$ cat src/cordic_sin_cos_top_defines.svh
// Assertion macros shared by the CORDIC sine and cosine design files.
`ifndef CORDIC_SIN_COS_TOP_DEFINES_SVH
`define CORDIC_SIN_COS_TOP_DEFINES_SVH

`ifndef SYNTHESIS
// Clocked check, switched off while reset is held.
`define CSC_ASSERT_CLK(lbl, prop, msg) \
  lbl: assert property (@(posedge clk) disable iff (!rst_n) prop) else $error(msg);
// Clocked check that also holds during reset.
`define CSC_ASSERT_RST(lbl, prop, msg) \
  lbl: assert property (@(posedge clk) prop) else $error(msg);
`else
`define CSC_ASSERT_CLK(lbl, prop, msg)
`define CSC_ASSERT_RST(lbl, prop, msg)
`endif

`endif

$ cat src/csc_pkg.sv
// Constants, arctangent table and helper function for the CORDIC sine and cosine block.
package csc_pkg;

  localparam int ANGLE_W    = 18;
  localparam int RESULT_W   = 18;
  localparam int TABLE_SIZE = 24;
  localparam int TABLE_FRAC = 30;

  localparam int OUT_MAX = 131071;
  localparam int OUT_MIN = -131072;

  // Gain 0.6073 held as an exact ratio.
  localparam int GAIN_NUM  = 6073;
  localparam int GAIN_DEN  = 10000;
  localparam int GAIN_HALF = 5000;

  // atan(2^-i) scaled by 2^30 and rounded to nearest.
  localparam logic [29:0] ATAN_Q30 [TABLE_SIZE] = '{
    30'd843314857, 30'd497837829, 30'd263043837, 30'd133525159,
    30'd67021687,  30'd33543516,  30'd16775851,  30'd8388437,
    30'd4194283,   30'd2097149,   30'd1048576,   30'd524288,
    30'd262144,    30'd131072,    30'd65536,     30'd32768,
    30'd16384,     30'd8192,      30'd4096,      30'd2048,
    30'd1024,      30'd512,       30'd256,       30'd128
  };

  // Arctangent of step idx brought to fb fraction bits, rounded to nearest.
  function automatic logic [30:0] atan_fixed(input int idx, input int fb);
    logic [30:0] t;
    int          sh;
    t  = {1'b0, ATAN_Q30[idx]};
    sh = TABLE_FRAC - fb;
    if (sh == 0) begin
      return t;
    end
    return (t + (31'd1 << (sh - 1))) >> sh;
  endfunction

endpackage

$ cat src/csc_if.sv
// Stream interfaces for the angle input channel and the sine and cosine result channel.
interface csc_angle_if;
  import csc_pkg::*;

  logic                      valid;
  logic                      ready;
  logic signed [ANGLE_W-1:0] angle;

  modport source (output valid, output angle, input ready);
  modport sink   (input valid, input angle, output ready);
endinterface

interface csc_result_if;
  import csc_pkg::*;

  logic                       valid;
  logic                       ready;
  logic signed [RESULT_W-1:0] sine;
  logic signed [RESULT_W-1:0] cosine;

  modport source (output valid, output sine, output cosine, input ready);
  modport sink   (input valid, input sine, input cosine, output ready);
endinterface

$ cat src/csc_rot_stage.sv
// One registered CORDIC rotation step with its own valid bit and ready.
module csc_rot_stage #(
  parameter int STAGE         = 0,
  parameter int FRACTION_BITS = 16,
  parameter int XW            = FRACTION_BITS + 3,
  parameter int ZW            = ((FRACTION_BITS + 3 > 18) ? FRACTION_BITS + 3 : 18) + 1
) (
  input  logic                 clk,
  input  logic                 rst_n,
  input  logic                 in_valid,
  output logic                 in_ready,
  input  logic signed [XW-1:0] x_i,
  input  logic signed [XW-1:0] y_i,
  input  logic signed [ZW-1:0] z_i,
  output logic                 out_valid,
  input  logic                 out_ready,
  output logic signed [XW-1:0] x_o,
  output logic signed [XW-1:0] y_o,
  output logic signed [ZW-1:0] z_o
);
  import csc_pkg::*;

  localparam logic [30:0] A_FULL = atan_fixed(STAGE, FRACTION_BITS);
  localparam logic signed [ZW-1:0] A_STEP = signed'(ZW'(A_FULL));

  logic                 valid_r;
  logic signed [XW-1:0] x_r, y_r, x_nxt, y_nxt;
  logic signed [ZW-1:0] z_r, z_nxt;
  logic                 load;
  logic signed [XW-1:0] dx, dy;

  assign load     = !valid_r || out_ready;
  assign in_ready = load;

  // Arithmetic shifts round towards minus infinity.
  assign dx = y_i >>> STAGE;
  assign dy = x_i >>> STAGE;

  always_comb begin
    if (z_i[ZW-1]) begin
      x_nxt = x_i + dx;
      y_nxt = y_i - dy;
      z_nxt = z_i + A_STEP;
    end else begin
      x_nxt = x_i - dx;
      y_nxt = y_i + dy;
      z_nxt = z_i - A_STEP;
    end
  end

  always_ff @(posedge clk) begin
    if (!rst_n) begin
      valid_r <= 1'b0;
    end else if (load) begin
      valid_r <= in_valid;
    end
  end

  always_ff @(posedge clk) begin
    if (load && in_valid) begin
      x_r <= x_nxt;
      y_r <= y_nxt;
      z_r <= z_nxt;
    end
  end

  assign out_valid = valid_r;
  assign x_o       = x_r;
  assign y_o       = y_r;
  assign z_o       = z_r;

endmodule

$ cat src/csc_gain.sv
// Four-stage gain unit: scales both lanes by 6073/10000 with rounding and saturates.
`include "cordic_sin_cos_top_defines.svh"

module csc_gain #(
  parameter int FRACTION_BITS = 16,
  parameter int XW            = FRACTION_BITS + 3
) (
  input  logic                                clk,
  input  logic                                rst_n,
  input  logic                                in_valid,
  output logic                                in_ready,
  input  logic signed [XW-1:0]                x_i,
  input  logic signed [XW-1:0]                y_i,
  output logic                                out_valid,
  input  logic                                out_ready,
  output logic signed [csc_pkg::RESULT_W-1:0] sine,
  output logic signed [csc_pkg::RESULT_W-1:0] cosine
);
  import csc_pkg::*;

  localparam int NST = 4;
  localparam int PW  = XW + 13;
  localparam int KW  = XW + 14;
  localparam int MW  = XW + 32;
  localparam int RW  = XW + 1;
  localparam int SW  = (RW > RESULT_W + 1) ? RW : RESULT_W + 1;
  localparam logic [63:0] RECIP = (64'd6073 << 32) / 64'd10000;
  localparam logic [63:0] HALF_ULP = 64'h8000_0000;

  logic [NST-1:0] valid_r;
  logic [NST-1:0] load;
  logic [NST-1:0] next_ready;

  // Lane 0 carries y (sine), lane 1 carries x (cosine).
  logic signed [XW-1:0]       lane_in [2];
  logic                       neg_a_r [2], neg_b_r [2], neg_c_r [2];
  logic [XW-1:0]              m_r [2], m_nxt [2];
  logic [XW-1:0]              q0_b_r [2], q0_nxt [2], q0_c_r [2];
  logic [PW-1:0]              p_b_r [2], p_nxt [2], p_c_r [2];
  logic [KW-1:0]              qk_r [2], qk_nxt [2];
  logic [MW-1:0]              prod [2];
  logic [KW-1:0]              resid [2];
  logic [XW-1:0]              q_fin [2];
  logic signed [RW-1:0]       mag [2], res [2];
  logic signed [SW-1:0]       ext [2];
  logic signed [RESULT_W-1:0] sat_nxt [2], sat_r [2];

  assign lane_in[0] = y_i;
  assign lane_in[1] = x_i;

  // Per-stage ready chain, so bubbles are squeezed out during a stall.
  // It is worked out from the output end so that each stage sees its successor's load.
  always_comb begin
    next_ready[NST-1] = out_ready;
    load[NST-1]       = !valid_r[NST-1] || next_ready[NST-1];
    for (int k = NST - 2; k >= 0; k--) begin
      next_ready[k] = load[k+1];
      load[k]       = !valid_r[k] || next_ready[k];
    end
  end

  assign in_ready = load[0];

  always_comb begin
    for (int l = 0; l < 2; l++) begin
      m_nxt[l]  = lane_in[l][XW-1] ? (~lane_in[l] + 1'b1) : lane_in[l];
      prod[l]   = MW'(m_r[l]) * MW'(RECIP) + MW'(HALF_ULP);
      q0_nxt[l] = prod[l][MW-1:32];
      p_nxt[l]  = PW'(m_r[l]) * PW'(GAIN_NUM) + PW'(GAIN_HALF);
      qk_nxt[l] = KW'(q0_b_r[l]) * KW'(GAIN_DEN);
      // The reciprocal estimate is low by at most one, so one correction suffices.
      resid[l]  = KW'(p_c_r[l]) - qk_r[l];
      q_fin[l]  = q0_c_r[l] + XW'(resid[l] >= KW'(GAIN_DEN));
      mag[l]    = signed'({1'b0, q_fin[l]});
      res[l]    = neg_c_r[l] ? -mag[l] : mag[l];
      ext[l]    = SW'(res[l]);
      if (ext[l] > SW'(OUT_MAX)) begin
        sat_nxt[l] = RESULT_W'(OUT_MAX);
      end else if (ext[l] < SW'(OUT_MIN)) begin
        sat_nxt[l] = RESULT_W'(OUT_MIN);
      end else begin
        sat_nxt[l] = RESULT_W'(ext[l]);
      end
    end
  end

  always_ff @(posedge clk) begin
    if (!rst_n) begin
      valid_r <= '0;
    end else begin
      if (load[0]) begin
        valid_r[0] <= in_valid;
      end
      for (int k = 1; k < NST; k++) begin
        if (load[k]) begin
          valid_r[k] <= valid_r[k-1];
        end
      end
    end
  end

  always_ff @(posedge clk) begin
    for (int l = 0; l < 2; l++) begin
      if (load[0] && in_valid) begin
        neg_a_r[l] <= lane_in[l][XW-1];
        m_r[l]     <= m_nxt[l];
      end
      if (load[1] && valid_r[0]) begin
        neg_b_r[l] <= neg_a_r[l];
        q0_b_r[l]  <= q0_nxt[l];
        p_b_r[l]   <= p_nxt[l];
      end
      if (load[2] && valid_r[1]) begin
        neg_c_r[l] <= neg_b_r[l];
        q0_c_r[l]  <= q0_b_r[l];
        p_c_r[l]   <= p_b_r[l];
        qk_r[l]    <= qk_nxt[l];
      end
      if (load[3] && valid_r[2]) begin
        sat_r[l] <= sat_nxt[l];
      end
    end
  end

  assign out_valid = valid_r[NST-1];
  assign sine      = sat_r[0];
  assign cosine    = sat_r[1];

  `CSC_ASSERT_CLK(a_estimate_not_high, valid_r[2] |-> (KW'(p_c_r[0]) >= qk_r[0]) && (KW'(p_c_r[1]) >= qk_r[1]), "gain quotient estimate above the true quotient")
  `CSC_ASSERT_CLK(a_estimate_close, valid_r[2] |-> (resid[0] < KW'(2 * GAIN_DEN)) && (resid[1] < KW'(2 * GAIN_DEN)), "gain quotient estimate needs more than one correction")

endmodule

$ cat src/cordic_sin_cos_top.sv
// Top level of the pipelined CORDIC sine and cosine block.
//
//  channel  | direction | payload                    | transfer when
//  in_ch    | in        | angle (18 bit signed, Q16) | in_ch.valid && in_ch.ready
//  out_ch   | out       | sine, cosine (18 bit, Q16) | out_ch.valid && out_ch.ready
//
// One angle enters per cycle while the output is not stalled; each result passes through N
// rotation registers, one per step, where N is ITERATIONS capped at the 24-entry table, then
// through four gain stages.
// Reset clears only the valid bit of every stage; data registers keep their contents.
// Every stage has its own ready, so a stalled output fills empty stages before the input
// is held, and nothing is dropped or repeated.
`include "cordic_sin_cos_top_defines.svh"

module cordic_sin_cos_top #(
  parameter int ITERATIONS    = 10,
  parameter int FRACTION_BITS = 16
) (
  input logic          clk,
  input logic          rst_n,
  csc_angle_if.sink    in_ch,
  csc_result_if.source out_ch
);
  import csc_pkg::*;

  localparam int N  = (ITERATIONS < TABLE_SIZE) ? ITERATIONS : TABLE_SIZE;
  localparam int XW = FRACTION_BITS + 3;
  localparam int ZW = ((FRACTION_BITS + 3 > ANGLE_W) ? FRACTION_BITS + 3 : ANGLE_W) + 1;

  logic                 v_s   [N+1];
  logic                 rdy_s [N+1];
  logic signed [XW-1:0] x_s   [N+1];
  logic signed [XW-1:0] y_s   [N+1];
  logic signed [ZW-1:0] z_s   [N+1];

  // The vector starts at (1, 0) with the angle as residual.
  assign v_s[0]      = in_ch.valid;
  assign in_ch.ready = rdy_s[0];
  assign x_s[0]      = XW'(1) << FRACTION_BITS;
  assign y_s[0]      = '0;
  assign z_s[0]      = ZW'(in_ch.angle);

  for (genvar i = 0; i < N; i++) begin : g_rot
    csc_rot_stage #(
      .STAGE         (i),
      .FRACTION_BITS (FRACTION_BITS),
      .XW            (XW),
      .ZW            (ZW)
    ) u_rot (
      .clk       (clk),
      .rst_n     (rst_n),
      .in_valid  (v_s[i]),
      .in_ready  (rdy_s[i]),
      .x_i       (x_s[i]),
      .y_i       (y_s[i]),
      .z_i       (z_s[i]),
      .out_valid (v_s[i+1]),
      .out_ready (rdy_s[i+1]),
      .x_o       (x_s[i+1]),
      .y_o       (y_s[i+1]),
      .z_o       (z_s[i+1])
    );
  end

  csc_gain #(
    .FRACTION_BITS (FRACTION_BITS),
    .XW            (XW)
  ) u_gain (
    .clk       (clk),
    .rst_n     (rst_n),
    .in_valid  (v_s[N]),
    .in_ready  (rdy_s[N]),
    .x_i       (x_s[N]),
    .y_i       (y_s[N]),
    .out_valid (out_ch.valid),
    .out_ready (out_ch.ready),
    .sine      (out_ch.sine),
    .cosine    (out_ch.cosine)
  );

  // The input can only be held back when every stage is full and the output is stalled.
  `CSC_ASSERT_CLK(a_hold_only_when_full, !in_ch.ready |-> out_ch.valid && !out_ch.ready, "input held back while the pipeline has room")
  `CSC_ASSERT_RST(a_no_result_after_reset, !$past(rst_n) |-> !out_ch.valid, "result offered directly after reset")
  `CSC_ASSERT_CLK(a_first_stage_tracks_input, in_ch.valid && in_ch.ready |=> v_s[1], "accepted angle did not reach the first rotation stage")

endmodule

$ cat src/flat_wrapper.sv
// flat-port wrapper written by rule: the top's interface ports become plain ports
module cordic_sin_cos_top_flat import csc_pkg::*;
#(
  parameter int ITERATIONS    = 10,
  parameter int FRACTION_BITS = 16
)
  (clk, rst_n, in_ch_valid, in_ch_angle, in_ch_ready, out_ch_valid, out_ch_sine, out_ch_cosine, out_ch_ready);
  csc_angle_if in_ch_i ();
  csc_result_if out_ch_i ();
  input logic clk;
  input logic rst_n;
  input wire logic [$bits(in_ch_i.valid)-1:0] in_ch_valid;
  input wire logic [$bits(in_ch_i.angle)-1:0] in_ch_angle;
  output wire logic [$bits(in_ch_i.ready)-1:0] in_ch_ready;
  output wire logic [$bits(out_ch_i.valid)-1:0] out_ch_valid;
  output wire logic [$bits(out_ch_i.sine)-1:0] out_ch_sine;
  output wire logic [$bits(out_ch_i.cosine)-1:0] out_ch_cosine;
  input wire logic [$bits(out_ch_i.ready)-1:0] out_ch_ready;
  assign in_ch_i.valid = in_ch_valid;
  assign in_ch_i.angle = in_ch_angle;
  assign in_ch_ready = in_ch_i.ready;
  assign out_ch_valid = out_ch_i.valid;
  assign out_ch_sine = out_ch_i.sine;
  assign out_ch_cosine = out_ch_i.cosine;
  assign out_ch_i.ready = out_ch_ready;
  cordic_sin_cos_top #(.ITERATIONS(ITERATIONS), .FRACTION_BITS(FRACTION_BITS)) u_core (.clk(clk), .rst_n(rst_n), .in_ch(in_ch_i), .out_ch(out_ch_i));
endmodule
$ cat config.mk
export PLATFORM = sky130hd
export DESIGN_NAME = cordic_sin_cos_top_flat
export DESIGN_NICKNAME = d
export VERILOG_FILES = /design/src/csc_pkg.sv /design/src/csc_if.sv /design/src/csc_rot_stage.sv /design/src/csc_gain.sv /design/src/cordic_sin_cos_top.sv /design/src/flat_wrapper.sv
export VERILOG_INCLUDE_DIRS = /design/src /design/src/src
export SDC_FILE = /design/constraint.sdc
export NUM_CORES = 2
export LEC_CHECK = 0
export ABC_AREA = 1
export BUFFER_PORTS_ARGS = -buffer_cell sky130_fd_sc_hd__buf_2
export CORE_MARGIN = 2
export CORE_UTILIZATION = 67
export DETAILED_ROUTE_END_ITERATION = 10
export GPL_ROUTABILITY_DRIVEN = 0
export PLACE_DENSITY = 0.84
export SLEW_MARGIN = 5
export SYNTH_ARGS = -nofsm -noshare
export SYNTH_HDL_FRONTEND = slang
export SYNTH_HIERARCHICAL = 1
export SYNTH_SLANG_ARGS = --single-unit
$ cat constraint.sdc
create_clock -name clk -period 10.7 [get_ports clk]
set_input_delay 1.07 -clock clk [delete_from_list [all_inputs] [get_ports clk]]
set_output_delay 1.07 -clock clk [all_outputs]
set_load 0.01 [all_outputs]
======== Yosys cells after proc, flatten, opt, wreduce, memory -nomap -nowiden ========
Memory sizes are Yosys's and may differ from the RTL's.
Index checks and enable logic that the tools add are counted.
W data, S select, Z words.
cells by class
  add/sub/neg operators ................... 66
  multiply operators ...................... 6
  order comparisons ....................... 6
  mux-type cells .......................... 44
  bitwise operators ....................... 2
  reductions and logical operators ........ 42
operators by type and width
  kind                      number
  $mux W19                  21
  $mux W20                  11
  $add A51 B32 Y51 const B  2
  $mul A19 B31 Y50 const B  2
  $mux W18                  4
  $ge A33 B14 Y1 const B    2
  $sub A32 B33 Y33          2
  $add A32 B13 Y32 const B  2
  $mul A19 B13 Y32 const B  2
  $mul A19 B10 Y29 const B  2
  $add A20 B12 Y20 const B  2
  $gt A20 B18 Y1 const B    2
  $lt A20 B18 Y1 const B    2
  $neg A19 Y20              2
  $sub A20 B12 Y20 const B  2
  $add A19 B1 Y19           2
  $add A19 B1 Y19 const B   2
  $add A19 B10 Y19          2
  $add A19 B11 Y19          2
  $add A19 B12 Y19          2
  $add A19 B13 Y19          2
  $add A19 B14 Y19          2
  $add A19 B15 Y19          2
  $add A19 B16 Y19          2
  32 further kinds          88
storage, ports and cells
  register bits after elaboration ......... 555
  bits in writable memories ............... 342
  input bits .............................. 22
  output and inout port bits .............. 38
  logic and storage cells ................. 218
  memories ................................ 10
memory list
  memory                depth  bits a word  read ports  clocked after memory_dff  write ports  RTL line        RTL
  u_core.u_gain.p_b_r   2      32           2           0                         2            csc_gain.sv:39  logic [PW-1:0] p_b_r [2], p_nxt [2], p_c_r [2];
  u_core.u_gain.p_c_r   2      32           2           0                         2            csc_gain.sv:39
  u_core.u_gain.qk_r    2      29           2           0                         2            csc_gain.sv:40  logic [KW-1:0] qk_r [2], qk_nxt [2];
  u_core.u_gain.m_r     2      19           2           0                         2            csc_gain.sv:37  logic [XW-1:0] m_r [2], m_nxt [2];
  u_core.u_gain.q0_b_r  2      19           2           0                         2            csc_gain.sv:38  logic [XW-1:0] q0_b_r [2], q0_nxt [2], q0_c_r [2];
  u_core.u_gain.q0_c_r  2      19           2           0                         2            csc_gain.sv:38
  4 more memories       -      -            -           -                         -            -

======== Longest topological paths before layout ========
  depth after elaboration ................. 16
  gate-level depth with buffers ........... 41
  mapped depth without buffers ............ 40

======== By module ========
Netlist, hierarchy kept.
modules (own cells, without submodules)
  module                                  times used  cells each  area each (um^2)  seq. area each (um^2)
  csc_gain                                1           6469        53615.2           9869.5
  csc_rot_stage at u_core.g_rot[0].u_rot  1           870         6164.7            1731.7
  csc_rot_stage at u_core.g_rot[1].u_rot  1           832         5941.9            1761.7
  csc_rot_stage at u_core.g_rot[4].u_rot  1           806         5823.1            1761.7
  csc_rot_stage at u_core.g_rot[5].u_rot  1           817         5798.1            1761.7
  csc_rot_stage at u_core.g_rot[3].u_rot  1           806         5788.1            1761.7
  csc_rot_stage at u_core.g_rot[2].u_rot  1           795         5764.3            1761.7
  csc_rot_stage at u_core.g_rot[7].u_rot  1           652         5042.3            1761.7
  csc_rot_stage at u_core.g_rot[8].u_rot  1           655         5042.3            1761.7
  csc_rot_stage at u_core.g_rot[6].u_rot  1           640         4947.2            1761.7
  csc_rot_stage at u_core.g_rot[9].u_rot  1           649         4924.7            1761.7
  cordic_sin_cos_top                      1           2           7.5               0.0

======== Least setup slack after synthesis ========
Ideal clock, no wire load.
  path type ............................... register to register
  from .................................... memory u_core/u_gain/m_r[0][22] (netlist bit)
  to ...................................... memory u_core/u_gain/q0_b_r[0][30] (netlist bit) (data pin)
  library setup time ...................... 0.258 ns
  arrival time ............................ 5.579 ns
  data required time ...................... 10.442 ns
  setup slack ............................. 4.863 ns
  stages on the path, launching flop included .. 27
  path buffers ............................ 0
  period minus slack after synthesis ...... 5.837 ns
  cell sequence ........................... edfxtp_1 -> ha_1 -> inv_1 -> fa_1 -> inv_1 -> fa_1 -> inv_1 -> fa_1 -> fa_1 -> inv_1 -> fa_1 -> ha_1 -> nand2_1 -> nor2_1 -> nand2_1 -> nor3_1 -> nand2_1 -> inv_1 -> o21bai_1 -> nand2_1 -> ha_1 -> inv_1 -> nor2_1 -> nand2_1 -> nor2_1 -> nand2_1 -> xor2_1
RTL lines
  item         RTL line
  from (decl)  csc_gain.sv:37
  to (decl)    csc_gain.sv:38

==> parameters.txt <==
Parameter                              Value

STA
  Slew margin rel.    between 10% and 20%
  Final worst clock skew    0.0319 ns
  Final hold viol count    0
  Period utilization    between 60% and 70%
  Slew of the pin with the lowest slew margin    between 1 and 1.5 ns
  Unrepaired setup endpoints after global routing    false
  Final Slew Violations    0
  Achievable Freq    between 100 and 150 MHz
  Shortest period the worst path allows    7.10 ns
  TNS Setup    0 ns
  Setup-violating endpoint count in the final report    0

Pwr
  Gate power share    31.0%
  Sequential cell fraction of total power    about two fifths
  Int Pwr    6.94 mW
  Static leakage    ~60 nW
  Switch Pwr    3.78 mW
  Power per unit of standard cell area    ~95 nW/um^2
  Maximum ir drop on the vdd rail    roughly 0.15 mV
  Switching share of power    around a third
  Clock share of power    30.1%

Global route
  Combined global-route utilization of all metal layers    ~36%
  Number of global-route vias before repair    slightly above 90000
  Pin count of the biggest net entering global routing    between 70 and 80
  Antenna violations before repair    6
  Global route total overflow    0
  Wire length of the first global-routing pass    about 470000 um

Critical path
  Data arrival time at the worst-slack endpoint    7.56 ns
  Required @ worst endpoint    11.16 ns
  Kind of cell with the highest combined delay on the critical path    adder cells
  Reg-to-reg setup timing slack    3.60 ns
  Critical path endpoint    u_core/u_gain/q0_b_r[0][15]
  CP Capture Type    flip-flop
  Worst path depth    25
  Startpoint type of the worst setup path    flip-flop
  Worst Reg-to-Reg Cells    25
  Cell with the biggest individual delay on the critical path    edfxtp_1
  Worst R2R End    u_core/u_gain/q0_b_r[0][15]
  Cell seen most often among critical-path stages    nand2_1
  Worst reg2reg startpoint    u_core/u_gain/m_r[0][6]
  Number of buffer and inverter instances along the worst setup path    4
  First element of the critical path    u_core/u_gain/m_r[0][6]
  Stage delay of the slowest cell on the critical path    approximately 0.83 ns
  Crit Path Category    reg -> reg
  Largest fanout on the critical path    10

Clock tree
  Cell at the root of the clock tree    clkbuf_16
  Later-pin clock latency in the skew report    between 0.7 and 0.8 ns
  CTS tree    built
  Sinks on the clock net    ~860
  Resized Gates After CTS    0
  Total clock buffers created by CTS    between 90 and 100
  Number of setup buffers added after CTS    0
  Clock slew at reported path FFs    approximately 0.060 ns
  Number of buffers between clock root and the deepest sink    3
  H-tree levels    3
  Hold buffer count at CTS    0

Routing
  Total vias in the final route    ~94000
  Final wirelength    a little under 300000 um
  Remaining number of nets flagged by the antenna check after routing    0
  Wire length per cell after detailed routing    around 18 um
  Final routed DRC violation total    0
  Post-DR vias/cell    slightly below 6
  Starting DRT DRC Count    9887
  Count of TritonRoute iterations in the first routing pass    11

Yosys
  Gate count after technology mapping    13800
  Synth Warn #    6
  Average size of a mapped cell    just under 8 um^2
  Cell area after synthesis    about 110000 um^2

Finish
  Most frequent cells in the layout    3615 x nand2_1, 2697 x inv_1, 1400 x ha_1
  Total non-filler cell area in the finished layout    about 110000 um^2
  Layout fillers    between 10000 and 15000
  Leading cell type in the layout, fill and taps excluded    nand2_1
  Post-synthesis to final-layout area growth    5.87%
  Layout cells sized above 1    approximately 4.3%
  Final Net Count    ~16000

Floorplan
  Starting utilization of the core area    67.2%
  Die extent in y    402 um
  Die Wd    about 400 um
  Cell row count    ~150
  I/O pin count    60
  Core area    roughly 160000 um^2
  Full die area    about 160000 um^2

Flow run
  Max-cap check violation count    0

Outcome
  Run status    finished clean

Placement
  Cell Area, Placed    approximately 110000 um^2
  Detailed-placement wirelength estimate    roughly 240000 um
  Port buffer count    59

Worst hold path
  Worst hold path class    reg -> reg
## worst min path at each step
stage / from / cells past startpoint / slack [ns] / to
2_1_floorplan: u_core/g_rot[0].u_rot/z_o[0] / 0 / 0.40 / u_core/g_rot[1].u_rot/z_o[0]
4_1_cts: u_core/u_gain/p_b_r[0][35] / 0 / 0.41 / u_core/u_gain/p_c_r[0][35]
3_5_place_dp: u_core/u_gain/p_b_r[0][25] / 0 / 0.40 / u_core/u_gain/p_c_r[0][25]
6_report: u_core/u_gain/p_b_r[0][35] / 0 / 0.41 / u_core/u_gain/p_c_r[0][35]
3_3_place_gp: u_core/u_gain/neg_b_r[0][0] / 0 / 0.40 / u_core/u_gain/neg_c_r[0][0]
5_1_grt: u_core/u_gain/p_b_r[0][53] / 0 / 0.42 / u_core/u_gain/p_c_r[0][53]
## state kept, by name, indices dropped and copies added, names as in the netlist, 10 cells and up
name and count:
u_core/g_rot.u_rot/out_valid 10, u_core/g_rot.u_rot/x_o 189, u_core/g_rot.u_rot/y_o 190, u_core/g_rot.u_rot/z_o 137
u_core/u_gain/m_r 38, u_core/u_gain/p_b_r 60, u_core/u_gain/p_c_r 60, u_core/u_gain/q0_b_r 38
u_core/u_gain/q0_c_r 30, u_core/u_gain/qk_r 58, u_core/u_gain/sat_r 36
## power groups by stage
stage               registers [mW]  logic [mW]  clock network, mW
floorplan                     4.14        2.46                  0
global placement              4.22        3.03                  0
detailed placement            4.22        3.15                  0
CTS                           4.15        3.17               3.28
global route                  4.17        3.69               3.40
finish                        4.17        3.32               3.23
## final cells by class
| type | instances | area (um^2) | share of cell area (%) |
|---|---|---|---|
| Sequential cell | 856 | 25600 | 22.8 |
| Multi-Input combinational cell | 10200 | 70400 | 62.6 |
| Clock buffer | 114 | 2500 | 2.23 |
| Inverter | 2744 | 10300 | 9.18 |
| Tap cell | 2072 | 2590 | 2.31 |
| Timing Repair Buffer | 82 | 468 | 0.417 |
| Antenna cell | 3 | 7.51 | 0.00668 |
| Clock inverter | 59 | 529 | 0.471 |
## per-stage QoR
stage | worst slack (ns) | power, mW | hold WS, ns | std cells | util, %
6_report | 3.60 | 10.7 | 0.408 | 16200 | 71.2
5_1_grt | 3.33 | 11.3 | 0.418 | 16200 | 71.2
4_1_cts | 3.79 | 10.6 | 0.410 | 16200 | 71.2
3_5_place_dp | 3.82 | 7.37 | 0.405 | 16000 | 69.3
3_3_place_gp | 4.04 | 7.25 | 0.402 | 16000 | 69.3
2_1_floorplan | 4.86 | 6.59 | 0.400 | 13900 | -
## per-layer routing
layer | up-vias | global-route usage, % | part of all wire (%)
met3 | 1280 | 7.75 | 10
met4 | 6 | 19.1 | 6.2
li1 | 44300 | - | -
met1 | 43500 | 43.0 | 37
met2 | 5137 | 59.5 | 46
met5 | - | 0 | 0.014
No activity file was read; power rests on OpenSTA's default activity.
